--- config.mk ---
export PLATFORM = sky130hd
export DESIGN_NAME = nrusc_queue
export DESIGN_NICKNAME = d
export VERILOG_FILES = /design/src/hdl/nru_set_assoc_cache_sim_defines.svh /design/src/hdl/nrusc_queue.sv
export SDC_FILE = /design/constraint.sdc
export NUM_CORES = 1
export LEC_CHECK = 0
export ABC_AREA = 1
export BUFFER_PORTS_ARGS = -buffer_cell sky130_fd_sc_hd__buf_2
export CORE_UTILIZATION = 30
export CTS_CLUSTER_DIAMETER = 120
export DETAILED_ROUTE_END_ITERATION = 7
export HOLD_SLACK_MARGIN = 0.08
export PLACE_DENSITY = 0.62
export SLEW_MARGIN = 20
export SYNTH_ARGS = -nofsm -noshare
export SYNTH_HDL_FRONTEND = slang
export SYNTH_SLANG_ARGS = --single-unit
--- constraint.sdc ---
create_clock -name clk -period 2.8 [get_ports clk]
set_clock_uncertainty 0.2 [all_clocks]
set_input_delay 0.42 -clock clk [delete_from_list [all_inputs] [get_ports clk]]
set_output_delay 0.42 -clock clk [all_outputs]
set_load 0.005 [all_outputs]
--- src/hdl/nru_set_assoc_cache_sim_defines.svh ---
// Assertion macros for the NRU set-associative cache lookup block.
// Included by the top level; simulation gets real checks, synthesis gets nothing.
`ifndef NRU_SET_ASSOC_CACHE_SIM_DEFINES_SVH
`define NRU_SET_ASSOC_CACHE_SIM_DEFINES_SVH
`ifndef SYNTHESIS
// Same-cycle implication, disabled while reset is asserted.
`define NRUSC_ASSERT_IMPLY(label, clk, rst_n, pre, post) \
    label: assert property (@(posedge clk) disable iff (!rst_n) (pre) |-> (post)) \
        else $error("nrusc: assertion failed");
// Next-cycle implication, disabled while reset is asserted.
`define NRUSC_ASSERT_NEXT(label, clk, rst_n, pre, post) \
    label: assert property (@(posedge clk) disable iff (!rst_n) (pre) |=> (post)) \
        else $error("nrusc: assertion failed");
`else
`define NRUSC_ASSERT_IMPLY(label, clk, rst_n, pre, post)
`define NRUSC_ASSERT_NEXT(label, clk, rst_n, pre, post)
`endif
`endif

--- src/hdl/nrusc_queue.sv ---
// Two-entry queue carrying split lookups from the front end to the back end.
// Depends on nothing but its width parameter.
`timescale 1ns / 1ps

module nrusc_queue #(
    parameter int DATA_W = 40
)
(
    input  logic              clk,
    input  logic              rst_n,
    input  logic              push,
    input  logic [DATA_W-1:0] push_data,
    input  logic              pop,
    output logic [DATA_W-1:0] pop_data,
    output logic              full,
    output logic              empty
);

    logic [DATA_W-1:0] entry_reg [2];
    logic [1:0]        count_reg, count_next;
    logic              wr_ptr_reg, wr_ptr_next;
    logic              rd_ptr_reg, rd_ptr_next;
    logic              do_push, do_pop;

    assign full     = (count_reg == 2'd2);
    assign empty    = (count_reg == 2'd0);
    assign do_push  = push & ~full;
    assign do_pop   = pop & ~empty;
    assign pop_data = entry_reg[rd_ptr_reg];

    always_comb
    begin
        count_next  = count_reg;
        wr_ptr_next = wr_ptr_reg;
        rd_ptr_next = rd_ptr_reg;
        if (do_push)
        begin
            wr_ptr_next = ~wr_ptr_reg;
        end
        if (do_pop)
        begin
            rd_ptr_next = ~rd_ptr_reg;
        end
        if (do_push && !do_pop)
        begin
            count_next = count_reg + 2'd1;
        end
        else if (do_pop && !do_push)
        begin
            count_next = count_reg - 2'd1;
        end
    end

    always_ff @(posedge clk or negedge rst_n)
    begin
        if (!rst_n)
        begin
            count_reg  <= '0;
            wr_ptr_reg <= 1'b0;
            rd_ptr_reg <= 1'b0;
        end
        else
        begin
            count_reg  <= count_next;
            wr_ptr_reg <= wr_ptr_next;
            rd_ptr_reg <= rd_ptr_next;
        end
    end

    always_ff @(posedge clk)
    begin
        if (do_push)
        begin
            entry_reg[wr_ptr_reg] <= push_data;
        end
    end

endmodule

# == Yosys cells after proc, flatten, opt, wreduce, memory -nomap -nowiden ==
# Memories as Yosys holds them, arrays and structs flattened.
# Cells that the tools add are included.
# word_totals
reg_bits,4
mem_bits_rw,80
in_bits,44
out_inout_bits,42
word_cells,23
mem_count,1
# mem_list
memory,words,width,read_ports,rd_ports_with_merged_regs,wr,line_no,text
entry_reg,2,40,1,0,1,nrusc_queue.sv:19,logic [DATA_W-1:0] entry_reg [2];
# classes
add_sub_neg,2
eq_ne,1
n_mux,4
n_bitwise,6
reduce_logical,6
# op_table
operator,count
$mux 2,2
$not 1->1,4
$add 2x1->2 const B,1
$and 1x1->1,2
$eq 2x2->1 const B,1
$logic_and 1x1->1,2
$logic_not 1->1,2
$logic_not 2->1,1
$mux 1,2
$reduce_bool 2->1,1
$sub 2x1->2 const B,1

# == Logic depth before layout (Yosys ltp) ==
# depth
depth_word,7
depth_mapped,9
mapped_depth_nobuf,9

# == Least setup slack after synthesis ==
# OpenSTA, ideal clock, no wires.
# synth_timing
kind,reg-to-reg
start,reg count_reg[0]
end,mem entry_reg[1][0] (enable)
t_arrival_ns,2.237
required_ns,2.163
path_slack_ns,-0.075
path_stages_with_launch,3
path_buffers,0
path_cell_list,dfrtp_1 -> o21ai_1 -> nor2_1
# synth_between
elab_chain_len,5
# synth_lines
item,line_no,text
start: declaration,nrusc_queue.sv:20,"logic [1:0] count_reg, count_next;"
start signal: assignment,nrusc_queue.sv:64,count_reg <= count_next;
$eq 2x2->1,nrusc_queue.sv:25,assign full = (count_reg == 2'd2);
$not 1->1,nrusc_queue.sv:27,assign do_push = push & ~full;
$and 1x1->1,nrusc_queue.sv:27,
$mux 1,nrusc_queue.sv:72,if (do_push)
$mux 1 (implied by the code),nrusc_queue.sv:74,entry_reg[wr_ptr_reg] <= push_data;
end: declaration,nrusc_queue.sv:19,
# Every way passes these cells.

# == Worst setup path in the final report ==
# layout_timing
start,reg rd_ptr_reg
end,out pop_data[9]
# layout_between
elab_chain_len,1
# layout_lines
item,line_no,text
start: declaration,nrusc_queue.sv:22,"logic rd_ptr_reg, rd_ptr_next;"
start signal: assignment,nrusc_queue.sv:66,rd_ptr_reg <= rd_ptr_next;
$mem_v2 2x40,n/a,
end: declaration,nrusc_queue.sv:14,"output logic [DATA_W-1:0] pop_data,"
# Every way passes these cells.

==> flow_summary.ini <==
[grt]
grt_max_degree = 42
grt_pass1_wl_um = 10000
grt_antenna_before_repair = 0
overflow = 0
grt_pass1_vias = 2177
track_usage_pct = 12.3

[logic_synthesis]
ys_seq_elements = 84
synth_area_um2 = 3150
syn_area_per_cell_um2 = 13.1
netlist_instances = 241
yosysWarnings = 0
synthDistinctLibCells = 16
ys_seq_area_share_pct = 79.5
synthesis.nets = 286

[routing]
routed_wl_um = 6160
wl_per_cell_um = 12.0
viasPerCell = 4.13
ant_nets = 0
drtIter0Drc = 90
drc = 0
dr.pass1.iters = 6
vias = 2117

[worst_setup_path]
critPathSlowestCell = inv_2
cp.depth = 4
crit_required_ns = 2.18
slowest_delay_ns = 0.53
critical_path.cell_chain = inv_2 -> nand2_1 -> nand2_1 -> buf_2
cpMostUsedCell = nand2_1
critical_path_class = reg2out
critPathTopFamily = buffers and inverters
r2r.worst_path.cells = 3
cp-end-kind = output pin
rrSetupSlack_ns = 0.80
cp_data_arrival_time_ns = 1.64
critical_path.endpoint = pop_data[9]
crit_start = rd_ptr_reg
r2r-end = entry_reg[1][18]
crit_fanout = 41
r2r_start = count_reg[0]
path_buf_inv = 2
cp-start-kind = flip-flop

[clocking]
htreeDepth = 3
cts_tree = yes
cts_root_buf = clkbuf_8
cts_buffers = 9
cts_sinks = 84
clk_latency_ns = 0.34
clk_pin_slew_worst_paths_ns = 0.08
post_cts_resized = 0
clock_path_buffers = 2

[run_status]
outcome = finished clean

[run]
maxCapViolations = 0

[die]
pin_count = 86
fp.dieH_um = 104
core_area_um2 = 10200
die_x_um = 104
rows = 37
dieArea_um2 = 10900
start_util_pct = 30.8

[placed_design]
gp_congestion = 0.730
io_buffers = 85
hpwl_um = 3690

[timing]
finalCritPeriodShare_pct = 80.6
timing.fmax_ghz = 0.443
max_slew_margin_pct = 51.7
rsz0062_at_grt = no
post-route-min-period_ns = 2.26
finalSetupViolCount = 0
setup_tns_ns = 0
finalMaxSlewViolations = 0
worst_pin_slew_ns = 0.723
hold_viol = 0

[pwr]
ir_worst_vdd_v = 0.000362
power_density_nw_per_um2 = 907
leakage_nw = 1.87
p_total_mw = 3.96

[hold_path]
hold_path_depth = 3
hp-class = in2reg

[layout]
fin_nets = 417
drive_gt1_share_pct = 28.6
area_growth_pct = 38.6
insertedDiodeCount = 0
largest_reg_flops = 80
-- timing repair --
item	4_1_cts	5_1_grt
endpoints found under the hold margin	84	0
endpoints found under the setup margin	0	0
buffers inserted	0	0
hold buffers	41	0
-- power by group --
part / switching (mW) / internal, mW / leakage, nW
Clock: 0.405 / 0.499 / 0.101
Combinational: 0.766 / 0.489 / 0.980
Sequential: 0.0830 / 1.71 / 0.791
-- per-stage QoR --
step,hold slack [ns],instances,util [%],instance area [um^2],worst slack (ns)
after detailed placement,0.0324,456,36.6,3740,0.774
after floorplan,-0.0756,241,-,3150,0.583
final,0.141,513,42.6,4360,0.545
after global placement,0.0324,456,36.6,3740,0.856
after CTS,0.112,513,42.6,4360,0.462
after global routing,0.139,513,42.6,4360,0.350
-- worst reg2reg max path, cell delays in order (launching register included) --
cell and delay [ns]:
dfrtp_1 0.48, o21ai_1 0.19, nor2_4 0.56, buf_12 0.26
-- synthesized netlist by cell type (all sizes together) --
cell	count	share of area, %
inv	8	0.95
ha	1	0.40
nand3	1	0.16
dfrtp	4	3.2
o21ai	2	0.32
edfxtp	80	76
xnor2	1	0.28
nand3b	1	0.24
nor2	4	0.80
nand4	1	0.20
buf	9	1.7
nand2	129	15
-- kinds of logic after synthesis --
family | synth area share [%]
adders and majority gates | 0.398
xor gates and xnor gates | 0.278
and+or+nand+nor | 16.8
buffers and inverters | 2.70
DFF | 79.5
AOI/OAI and AO/OA | 0.318
-- cell type report --
type | instances | area, um^2
clock buffers | 11 | 131
clock inverters | 5 | 76.3
fillers | 942 | 5870
inverters | 8 | 30.0
multi-input cells | 140 | 567
flip-flops and latches | 84 | 2500
well taps | 136 | 170
repair buffers | 129 | 883
-- cells in the final DEF (no fill, tap or decap), drive strengths merged, types with 2 or more instances in the layout --
| master | instances |
|---|---|
| dfrtp | 4 |
| bufinv | 2 |
| nor2 | 4 |
| o21ai | 2 |
| inv | 8 |
| clkinv | 2 |
| nand2 | 129 |
| dlygate4sd3 | 41 |
| edfxtp | 80 |
| clkbuf | 11 |
| buf | 88 |
-- per-layer routing --
metal,global-route usage (%),share of wire (%),vias up
met3,3.01,4.5,14
li1,-,-,1061
met5,0,0,-
met2,22.4,52,66
met4,8.16,3.1,0
met1,12.4,40,976
-- worst min-delay path by stage --
stage                         to   from  slack (ns)
finish                rd_ptr_reg    pop        0.14
global route          rd_ptr_reg    pop        0.14
CTS                   rd_ptr_reg    pop        0.11
detailed placement    wr_ptr_reg  rst_n        0.03
global placement      wr_ptr_reg  rst_n        0.03
floorplan           count_reg[0]  rst_n       -0.08
No activity file was read; power rests on OpenSTA's default activity.
